==> config.mk <==
export PLATFORM = sky130hd
export DESIGN_NAME = aabbfc_cfg_regs
export DESIGN_NICKNAME = d
export VERILOG_FILES = /design/src/rtl/core/aabbfc_pkg.sv /design/src/rtl/core/aabbfc_cfg_regs.sv
export SDC_FILE = /design/constraint.sdc
export NUM_CORES = 1
export LEC_CHECK = 0
export ABC_AREA = 1
export BUFFER_PORTS_ARGS = -buffer_cell sky130_fd_sc_hd__buf_2
export CORE_AREA = 4 4 223 225
export DETAILED_ROUTE_END_ITERATION = 10
export DIE_AREA = 0 0 227 229
export PLACE_DENSITY_LB_ADDON = 0.3
export SLEW_MARGIN = 25
export SYNTH_ARGS = -nofsm -noshare
export SYNTH_HDL_FRONTEND = slang
export SYNTH_SLANG_ARGS = --single-unit
export TNS_END_PERCENT = 30
==> constraint.sdc <==
create_clock -name i_clk -period 17.71 [get_ports i_clk]
set_input_delay 2.6565 -clock i_clk [delete_from_list [all_inputs] [get_ports i_clk]]
set_output_delay 2.6565 -clock i_clk [all_outputs]
set_load 0.01 [all_outputs]
==> src/rtl/core/aabbfc_pkg.sv <==
package aabbfc_pkg;

    // Field widths
    localparam int COORD_WIDTH = 32;
    localparam int HALF_WIDTH  = COORD_WIDTH - 1;
    localparam int MAT_W       = 32;

    // Configuration port
    localparam int NUM_REGS   = 8;
    localparam int REG_SEL_W  = $clog2(NUM_REGS);
    localparam int CFG_IDX_W  = REG_SEL_W + 1;
    localparam int CFG_DATA_W = 2 * MAT_W;

    // Geometry
    localparam int NUM_ROWS    = 4;
    localparam int NUM_AXES    = 3;
    localparam int NUM_CORNERS = 8;
    localparam int NUM_PLANES  = 6;

    // Constant 1.0 in Q16.16 is a left shift by the fraction width
    localparam int ONE_SHIFT = 16;

    // Datapath widths: product, row base sum, corner coordinate, plane test
    localparam int PROD_W = MAT_W + COORD_WIDTH;
    localparam int BASE_W = PROD_W + 2;
    localparam int CRD_W  = BASE_W + 2;
    localparam int TEST_W = CRD_W + 1;

    // Matrix rows give clip coordinates X, Y, Z, W
    localparam int ROW_X = 0;
    localparam int ROW_Y = 1;
    localparam int ROW_Z = 2;
    localparam int ROW_W = 3;

    // Outside mask bit positions
    localparam int PL_FAR   = 0;
    localparam int PL_NEAR  = 1;
    localparam int PL_LEFT  = 2;
    localparam int PL_RIGHT = 3;
    localparam int PL_UP    = 4;
    localparam int PL_DOWN  = 5;

    typedef logic [NUM_ROWS-1:0][NUM_ROWS-1:0][MAT_W-1:0]   t_mat;
    typedef logic [NUM_AXES-1:0][COORD_WIDTH-1:0]           t_ctr;
    typedef logic [NUM_AXES-1:0][HALF_WIDTH-1:0]            t_half;
    typedef logic [NUM_PLANES-1:0]                          t_mask;
    typedef logic [NUM_CORNERS-1:0][NUM_ROWS-1:0][CRD_W-1:0] t_corners;

endpackage

==> src/rtl/core/aabbfc_cfg_regs.sv <==
module aabbfc_cfg_regs
    import aabbfc_pkg::*;
(
    input  logic                  i_clk,
    input  logic                  i_rst_n,
    input  logic                  i_cfg_valid,
    input  logic [CFG_IDX_W-1:0]  i_cfg_index,
    input  logic [CFG_DATA_W-1:0] i_cfg_data,
    output logic                  o_cfg_ready,
    output t_mat                  o_mat
);

    logic [CFG_DATA_W-1:0] r_regs [NUM_REGS];
    logic                  cfg_hit;

    assign o_cfg_ready = 1'b1;
    assign cfg_hit     = i_cfg_valid && (i_cfg_index < CFG_IDX_W'(NUM_REGS));

    // Write matrix registers; drop writes beyond the register list
    always_ff @(posedge i_clk) begin
        if (!i_rst_n) begin
            for (int i = 0; i < NUM_REGS; i++) begin
                r_regs[i] <= '0;
            end
        end else if (cfg_hit) begin
            r_regs[i_cfg_index[REG_SEL_W-1:0]] <= i_cfg_data;
        end
    end

    // Each register holds two columns of one row, even column in the low word
    for (genvar r = 0; r < NUM_ROWS; r++) begin : g_row
        for (genvar c = 0; c < NUM_ROWS; c++) begin : g_col
            assign o_mat[r][c] = r_regs[r * 2 + c / 2][(c % 2) * MAT_W +: MAT_W];
        end
    end

    a_cfg_write : assert property (@(posedge i_clk) disable iff (!i_rst_n)
        cfg_hit |=> r_regs[$past(i_cfg_index[REG_SEL_W-1:0])] == $past(i_cfg_data))
        else $error("matrix register did not take the written value");

endmodule

==> results.sh, run 1 <==
export IMPL_grt_setup_unrepaired="false"
export IMPL_grt_pass1_vias=12070
export IMPL_fin_nets=1837
export IMPL_crit_path_max_fanout=65
export IMPL_initial_utilization_pct=38.4
export IMPL_max_slew_margin_rel_pct=31.7
export IMPL_clock_sinks=512
export IMPL_root_buffer="clkbuf_16"
export IMPL_cts_htree_levels=2
export IMPL_grt_pass1_wl_mm=80.8
export IMPL_critPathTopFamily="simple AND/OR/NAND/NOR gates"
export IMPL_wl_per_cell_um=23.5
export IMPL_rows=80
export IMPL_run_status="finished, final reports clean"
export IMPL_dp_slack_ns=11.81
export IMPL_max_slew_worst_pin_slew_ns=1.02
export IMPL_cp_cell_sequence="buf_2, nand2_2, nor2_4, nand2_4, nand2_4"
export IMPL_yosys_area_top_type="edfxtp_1"
export IMPL_max_freq_mhz=195
export IMPL_syn_area_per_cell_um2=15.3
export IMPL_min_path_cells=3
export IMPL_die_x_um=227
export IMPL_cts_tree="done"
export IMPL_ir_worst_vdd_v=0.0000832
export IMPL_worstSetupEndpointType="flip-flop"
export IMPL_grt_overflow=0
export IMPL_synth_ff_type="edfxtp_1"
export IMPL_grt_max_degree=70
export IMPL_whs_endpoint="r_regs[2][40]"
export IMPL_multiInputGateArea_um2=2380
export IMPL_path_clk_slew_ns=0.06
export IMPL_startpoint_type="input pin"
export IMPL_netlist_top_cells_count="edfxtp_1 (512), nor2_1 (390), nor3_1 (128)"
export IMPL_synth_top_area_share_pct=84.3
export IMPL_setup_viol=0
export IMPL_hp_start="i_cfg_data[40]"
export IMPL_synthTopCellsByArea="edfxtp_1 (84%), nor2_1 (8.0%), nor3_1 (3.5%)"
export IMPL_synth_seq_cells=512
export IMPL_maxCapViolCount=0
export IMPL_post_cts_buffers=0
export IMPL_drive_gt1_share_pct=37.5
export IMPL_dp_hpwl_mm=37.2
export IMPL_area_growth_pct=27.9
export IMPL_synth_cell_type_count=15
export IMPL_gp_congestion=0.807
export IMPL_io_pins=584
export IMPL_hold_viol=0
export IMPL_path_common_cell="nand2_4"
export IMPL_io_buffer_count=582
export IMPL_cts_hold_buffers_added=0
export IMPL_grt_antenna_before_repair=3
export IMPL_finalCriticalPeriod_ns=5.12
export IMPL_drcViolationCount=0
export IMPL_path_buf_inv=1
export IMPL_num_vias=12006
export IMPL_hp_class="in -> reg"
export IMPL_slowest_stage="nand2_4"
export IMPL_synth_edf_count=512
export IMPL_ys_warn_count=0
export IMPL_ctsResizeCount=0
export IMPL_max_flop_register="r_regs"
export IMPL_drv_slew=0
export IMPL_routed_wl_mm=56.8
export IMPL_largest_register_ffs=512
export IMPL_antenna_left=0
export IMPL_crit_type="in -> reg"
export IMPL_clockBufferDepth=3
export IMPL_cp_arrival_ns=5.31
export IMPL_syn_instance_count=1193
export IMPL_largestRegisters="r_regs: 512 flops"
export IMPL_drt_iter0_drc=899
export IMPL_cp_data_required_time_ns=17.91
export IMPL_fin_setup_tns_ns=0
export IMPL_register_area_um2=15400
export IMPL_layout_setup_ws_ns=12.59
export IMPL_diodes=0
export IMPL_critPathMaxStageDelay_ns=0.98
export IMPL_power_density_nw_per_um2=113
export IMPL_drt_first_pass_iters=5
export IMPL_syn_area_um2=18200
export IMPL_p_leak_nw=9.42
export IMPL_numCtsBuffers=52
export IMPL_routed_via_density=4.96
export IMPL_fillers=4177
export IMPL_die_h_um=229
export IMPL_total_power_mw=2.65
export IMPL_syn_nets=1264
export IMPL_dieArea_um2=52000
export IMPL_fin_crit_sh_pct=28.9
export IMPL_coreArea_um2=47500
export IMPL_grt_usage_pct=20.9
export IMPL_synthArstFlopShare_pct=0
export IMPL_startpoint="i_rst_n"
export IMPL_yosysSeqAreaShare_pct=84.3
export IMPL_yosysMostFrequentCell="edfxtp_1"
-- layout make-up --
cell class                 instances  area share [%]
sequential                       512            65.9
timing repair buffer             591            12.9
clock buffer                      66            5.89
clock inverter                    26           0.740
inverter                          68            1.09
multi-input combinational        541            10.2
tap                              615            3.30
-- how the worst max path moves through the flow --
stage / to / cells past startpoint / slack [ns]
after floorplan: r_regs[1][0] / 4 / 9.48
after global placement: r_regs[0][43] / 4 / 11.95
after detailed placement: r_regs[0][42] / 4 / 11.81
after CTS: r_regs[0][49] / 4 / 12.42
after global routing: r_regs[5][1] / 5 / 12.49
final: r_regs[5][39] / 5 / 12.59
-- per-stage QoR --
| step | instances | instance area [µm²] | hold WS [ns] | utilization [%] |
|---|---|---|---|---|
| floorplan | 1193 | 18200 | 2.95 | - |
| global placement | 2326 | 21700 | 3.07 | 45.7 |
| detailed placement | 2326 | 21700 | 3.07 | 45.7 |
| CTS | 2418 | 23300 | 2.46 | 49.0 |
| global route | 2419 | 23300 | 2.48 | 49.1 |
| finish | 2419 | 23300 | 2.50 | 49.1 |
-- routing by layer --
layer,track usage [%],wire length (µm),up-vias
met5,0,11,-
met1,26.3,21900,5977
met3,7.40,5900,104
met2,34.2,27200,618
met4,6.54,1770,2
li1,-,-,5305
-- logic make-up (layout without fill, tap and decap cells) --
logic type,count (synthesis),count (layout),synth area share (%)
buffers and inverters,140,751,3.63
DFF,512,512,84.3
other,1,1,0.0206
AOI/OAI and AO/OA,2,2,0.0549
and+or+nand+nor,538,538,12.0
-- where the power goes --
part           leakage (nW)  internal (mW)  switching [mW]
combinational          3.78         0.0569           0.147
clock                 0.751          0.574           0.446
sequential             4.88           1.40          0.0213
-- cells in the final DEF, fill, tap and decap left out, types with 2 or more instances in the layout --
master	synthesis	layout
buf_2	44	582
edfxtp_1	512	512
nor2_1	390	390
nor3_1	128	128
inv_1	68	68
clkbuf_16	0	53
clkbuf_1	11	13
clkinv_1	0	12
nand2_4	0	9
clkinv_2	0	9
buf_4	2	8
nand2_1	15	3
nand2_8	0	3
nand3_4	0	3
clkinvlp_4	0	3
o21ai_4	0	2
bufinv_16	0	2
(Power assumes the default switching activity.)
==> inputs of run 2 (changes only) <==
--- a/config.mk
+++ b/config.mk
@@ -7,9 +7,9 @@
 export LEC_CHECK = 0
 export ABC_AREA = 1
 export BUFFER_PORTS_ARGS = -buffer_cell sky130_fd_sc_hd__buf_2
-export CORE_AREA = 4 4 223 225
+export CORE_AREA = 4 4 225 227
 export DETAILED_ROUTE_END_ITERATION = 10
-export DIE_AREA = 0 0 227 229
+export DIE_AREA = 0 0 229 231
 export PLACE_DENSITY_LB_ADDON = 0.3
 export SLEW_MARGIN = 25
 export SYNTH_ARGS = -nofsm -noshare
==> constraint.sdc (replaced) <==
create_clock -name i_clk -period 5.15 [get_ports i_clk]
set_input_delay 0.7725 -clock i_clk [delete_from_list [all_inputs] [get_ports i_clk]]
set_output_delay 0.7725 -clock i_clk [all_outputs]
set_load 0.01 [all_outputs]
==> results.sh, run 2 (synthesis gave the netlist of run 1 again) <==
export IMPL_run_status="finished, final reports clean"
export IMPL_post_route_cell_area_um2=23500
export IMPL_clockBufferDepth=3
export IMPL_final_cell_mix="buf_2 (582), edfxtp_1 (512), nor2_1 (390), nor3_1 (128), inv_1 (68)"
export IMPL_utilization_pct=48.4
export IMPL_clock_sinks=512
export IMPL_wl_per_cell_um=23.7
export IMPL_cts_tree="done"
export IMPL_die_h_um=231
export IMPL_finalCriticalPeriod_ns=3.13
export IMPL_die_x_um=229
export IMPL_hp_class="in -> reg"
export IMPL_dieArea_um2=52900
export IMPL_p_leak_nw=9.49
export IMPL_num_vias=12245
export IMPL_hold_viol=0
export IMPL_p_sw_mw=2.16
export IMPL_crit_path_max_fanout=65
export IMPL_grt_setup_unrepaired="false"
export IMPL_cp_data_required_time_ns=5.36
export IMPL_grt_usage_pct=21.0
export IMPL_io_pins=584
export IMPL_area_growth_pct=29.0
export IMPL_crit_type="in -> reg"
export IMPL_power_density_nw_per_um2=404
export IMPL_mostFrequentLayoutCell="buf_2"
export IMPL_grt_max_degree=76
export IMPL_post_cts_buffers=0
export IMPL_maxCapViolCount=0
export IMPL_routed_wl_mm=57.6
export IMPL_ctsResizeCount=0
export IMPL_numCtsBuffers=52
export IMPL_setup_viol=0
export IMPL_antenna_left=0
export IMPL_ir_worst_vdd_v=0.000335
export IMPL_p_clk_share_pct=41.0
export IMPL_initial_utilization_pct=37.5
export IMPL_io_buffer_count=582
export IMPL_cp_arrival_ns=3.34
export IMPL_rows=81
export IMPL_switching_share_pct=22.8
export IMPL_fillers=4297
export IMPL_max_slew_worst_pin_slew_ns=0.985
export IMPL_coreArea_um2=48600
export IMPL_root_buffer="clkbuf_16"
export IMPL_drcViolationCount=0
export IMPL_largest_register_ffs=512
export IMPL_cts_hold_buffers_added=0
export IMPL_drt_first_pass_iters=5
export IMPL_fin_nets=1834
export IMPL_max_slew_margin_rel_pct=34.3
export IMPL_max_freq_mhz=320
export IMPL_dp_hpwl_mm=37.3
export IMPL_max_flop_register="r_regs"
export IMPL_startpoint_type="input pin"
export IMPL_drt_iter0_drc=1118
export IMPL_cts_htree_levels=2
export IMPL_grt_pass1_wl_mm=82.8
export IMPL_drv_slew=0
export IMPL_total_power_mw=9.50
export IMPL_drive_gt1_share_pct=37.8
export IMPL_worstSetupEndpointType="flip-flop"
export IMPL_largestRegisters="r_regs: 512 flops"
export IMPL_grt_antenna_before_repair=2
export IMPL_placed_area_um2=21700
export IMPL_intPower_mw=7.33
export IMPL_grt_overflow=0
export IMPL_fin_crit_sh_pct=60.8
export IMPL_combPwrFrac_pct=7.4
export IMPL_grt_pass1_vias=12172
export IMPL_routed_via_density=5.05
export IMPL_seqPwrFrac_pct=51.6
export IMPL_path_clk_slew_ns=0.06
export IMPL_gp_congestion=0.801
-- run 2: layer usage --
metal	vias to the layer above	track usage [%]	wire, µm
met3	101	7.19	5830
li1	5308	-	-
met1	6167	27.2	22400
met5	-	0	0
met2	669	33.3	27600
met4	0	6.77	1700
-- run 2: power by group through the flow --
| stage | combinational (mW) | sequential, mW | clock, mW |
|---|---|---|---|
| global placement | 0.697 | 4.99 | 0 |
| finish | 0.700 | 4.90 | 3.89 |
| global route | 0.745 | 4.92 | 4.14 |
| floorplan | 0.151 | 5.12 | 0 |
| detailed placement | 0.705 | 4.99 | 0 |
| CTS | 0.706 | 4.91 | 3.95 |
-- run 2: worst max-delay path, stage by stage --
cell and delay, ns:
buf_2 0.55, nand2_2 0.13, nor2_4 0.40, nand2_4 0.60
nand2_8 0.70
-- run 2: path summary, 6_finish.rpt --
check | from | to | slack [ns] | cells past startpoint
hold / removal | i_cfg_data[35] | r_regs[4][35] | 0.61 | 3
setup / recovery | i_rst_n | r_regs[7][15] | 2.02 | 5
-- run 2: layout make-up --
class	count	area (µm²)	area share, %
multi-input cells	541	2410	10.2
well taps	622	778	3.31
clock buffers	56	1340	5.68
flip-flops and latches	512	15400	65.3
inverters	68	255	1.08
repair buffers	588	2960	12.6
clock inverters	38	409	1.74
diodes	2	5.00	0.0213
-- run 2: through the flow --
step,setup TNS (ns),cells,hold slack [ns],setup slack [ns]
2_1_floorplan,-153.14,1193,1.06,-1.20
3_3_place_gp,0,2331,1.18,1.44
3_5_place_dp,0,2331,1.18,1.28
4_1_cts,0,2425,0.571,1.92
5_1_grt,0,2427,0.602,1.83
6_report,0,2427,0.610,2.02
==> inputs of run 3 (changes only) <==
--- a/config.mk
+++ b/config.mk
@@ -5,11 +5,11 @@
 export SDC_FILE = /design/constraint.sdc
 export NUM_CORES = 1
 export LEC_CHECK = 0
-export ABC_AREA = 1
+export ABC_AREA = 0
 export BUFFER_PORTS_ARGS = -buffer_cell sky130_fd_sc_hd__buf_2
-export CORE_AREA = 4 4 225 227
+export CORE_AREA = 4 4 228 230
 export DETAILED_ROUTE_END_ITERATION = 10
-export DIE_AREA = 0 0 229 231
+export DIE_AREA = 0 0 232 234
 export PLACE_DENSITY_LB_ADDON = 0.3
 export SLEW_MARGIN = 25
 export SYNTH_ARGS = -nofsm -noshare
==> constraint.sdc (replaced) <==
create_clock -name i_clk -period 3.15 [get_ports i_clk]
set_input_delay 0.4725 -clock i_clk [delete_from_list [all_inputs] [get_ports i_clk]]
set_output_delay 0.4725 -clock i_clk [all_outputs]
set_load 0.01 [all_outputs]
==> results.sh, run 3 <==
export IMPL_cts_htree_levels=2
export IMPL_routed_wl_mm=59.2
export IMPL_synth_top_area_share_pct=82.0
export IMPL_syn_area_per_cell_um2=15.4
export IMPL_hp_class="in -> reg"
export IMPL_min_path_cells=3
export IMPL_fin_setup_tns_ns=0
export IMPL_seqPwrFrac_pct=52.3
export IMPL_hp_start="i_cfg_data[41]"
export IMPL_grt_max_degree=144
export IMPL_grt_pass1_vias=12424
export IMPL_cts_hold_buffers_added=0
export IMPL_path_clk_slew_ns=0.06
export IMPL_hold_ws_ns=0.377
export IMPL_combPwrFrac_pct=8.6
export IMPL_synth_cell_type_count=14
export IMPL_syn_area_um2=18800
export IMPL_utilization_pct=48.4
export IMPL_final_cell_mix="buf_2 (582), nor3_1 (512), edfxtp_1 (512), clkinv_1 (74), clkbuf_16 (53)"
export IMPL_register_area_um2=15400
export IMPL_crit_type="in -> reg"
export IMPL_max_slew_worst_pin_slew_ns=0.951
export IMPL_numCtsBuffers=52
export IMPL_cp_arrival_ns=2.23
export IMPL_die_h_um=234
export IMPL_startpoint_type="input pin"
export IMPL_clock_sinks=512
export IMPL_yosys_area_top_type="edfxtp_1"
export IMPL_routed_via_density=5.25
export IMPL_grt_overflow=0
export IMPL_cts_tree="done"
export IMPL_max_freq_mhz=507
export IMPL_num_vias=12973
export IMPL_drv_slew=0
export IMPL_synthTopCellsByArea="edfxtp_1 (82%), nor3_1 (14%), clkbuf_1 (1.4%)"
export IMPL_setup_viol=0
export IMPL_grt_pass1_wl_mm=84.0
export IMPL_ctsResizeCount=0
export IMPL_fin_crit_sh_pct=62.6
export IMPL_switching_share_pct=23.4
export IMPL_grt_setup_unrepaired="false"
export IMPL_root_buffer="clkbuf_16"
export IMPL_synth_seq_cells=512
export IMPL_clockBufferDepth=3
export IMPL_dp_hpwl_mm=37.4
export IMPL_io_pins=584
export IMPL_hold_viol=0
export IMPL_syn_nets=1290
export IMPL_initial_utilization_pct=37.6
export IMPL_rows=82
export IMPL_synthArstFlopShare_pct=0
export IMPL_multiInputGateArea_um2=2770
export IMPL_fin_nets=1835
export IMPL_p_clk_share_pct=39.2
export IMPL_run_status="finished, final reports clean"
export IMPL_diodes=0
export IMPL_syn_instance_count=1219
export IMPL_synth_ff_type="edfxtp_1"
export IMPL_drt_first_pass_iters=5
export IMPL_p_sw_mw=3.58
export IMPL_ys_warn_count=0
export IMPL_gp_congestion=0.808
export IMPL_p_leak_nw=8.55
export IMPL_ir_worst_vdd_v=0.000436
export IMPL_antenna_left=0
export IMPL_worstSetupEndpointType="flip-flop"
export IMPL_whs_endpoint="r_regs[4][41]"
export IMPL_area_growth_pct=28.6
export IMPL_wl_per_cell_um=24.0
export IMPL_finalCriticalPeriod_ns=1.97
export IMPL_yosysSeqAreaShare_pct=82.0
export IMPL_fillers=4458
export IMPL_drcViolationCount=0
export IMPL_grt_usage_pct=20.6
export IMPL_largestRegisters="r_regs: 512 flops"
export IMPL_power_density_nw_per_um2=634
export IMPL_grt_antenna_before_repair=1
export IMPL_coreArea_um2=49900
export IMPL_largest_register_ffs=512
export IMPL_crit_path_max_fanout=29
export IMPL_maxCapViolCount=0
export IMPL_synth_edf_count=512
export IMPL_cp_data_required_time_ns=3.41
export IMPL_drt_iter0_drc=1108
export IMPL_io_buffer_count=582
export IMPL_drive_gt1_share_pct=38.2
export IMPL_intPower_mw=11.7
export IMPL_max_slew_margin_rel_pct=36.6
export IMPL_netlist_top_cells_count="edfxtp_1 (512), nor3_1 (512), clkbuf_1 (68)"
export IMPL_post_cts_buffers=0
export IMPL_dieArea_um2=54300
export IMPL_max_flop_register="r_regs"
export IMPL_die_x_um=232
export IMPL_mostFrequentLayoutCell="buf_2"
run 3: cell type report:
cell class | instances | share of cell area (%)
sequential | 512 | 63.8
timing repair buffer | 607 | 13.5
inverter | 64 | 0.996
clock inverter | 27 | 1.11
multi-input combinational | 527 | 11.5
tap | 672 | 3.49
clock buffer | 62 | 5.64
run 3: critical path: stages:
cell and delay (ns):
buf_2 0.40, nand4_1 0.45, o21ai_4 0.59, buf_12 0.28
run 3: cells by family after synthesis:
group | after synthesis | share of synthesized area [%]
and+or+nand+nor | 518 | 13.9
AOI/OAI and AO/OA | 8 | 0.214
other | 1 | 0.0200
buffers and inverters | 180 | 3.86
DFF | 512 | 82.0
run 3: layer usage:
| metal | part of all wire (%) | vias to the layer above | track usage (%) |
|---|---|---|---|
| li1 | - | 5699 | - |
| met5 | 0.022 | - | 0 |
| met1 | 40 | 6530 | 27.0 |
| met2 | 48 | 656 | 33.6 |
| met3 | 9.6 | 86 | 6.11 |
| met4 | 2.5 | 2 | 5.70 |
run 3: power by group through the flow:
stage	clock, mW	combinational [mW]	sequential [mW]
floorplan	0	0.345	8.37
global placement	0	1.31	8.13
detailed placement	0	1.32	8.14
CTS	6.10	1.32	8.00
global route	6.37	1.38	8.03
finish	5.99	1.31	8.00
run 3: through the flow:
stage	power (mW)	worst slack (ns)	area (µm²)	std cells
after floorplan	8.71	-1.19	18800	1219
after global placement	9.45	0.646	22500	2382
after detailed placement	9.46	0.587	22500	2382
after CTS	15.4	1.20	24100	2471
after global routing	15.8	1.08	24100	2471
final	15.3	1.18	24100	2471
run 3: worst max-delay path by stage:
stage	from	endpoint	slack (ns)
global placement	i_rst_n	r_regs[7][51]	0.65
CTS	i_rst_n	r_regs[7][51]	1.20
global route	i_rst_n	r_regs[7][51]	1.08
floorplan	i_cfg_index[3]	r_regs[1][0]	-1.19
detailed placement	i_rst_n	r_regs[7][49]	0.59
finish	i_rst_n	r_regs[7][51]	1.18
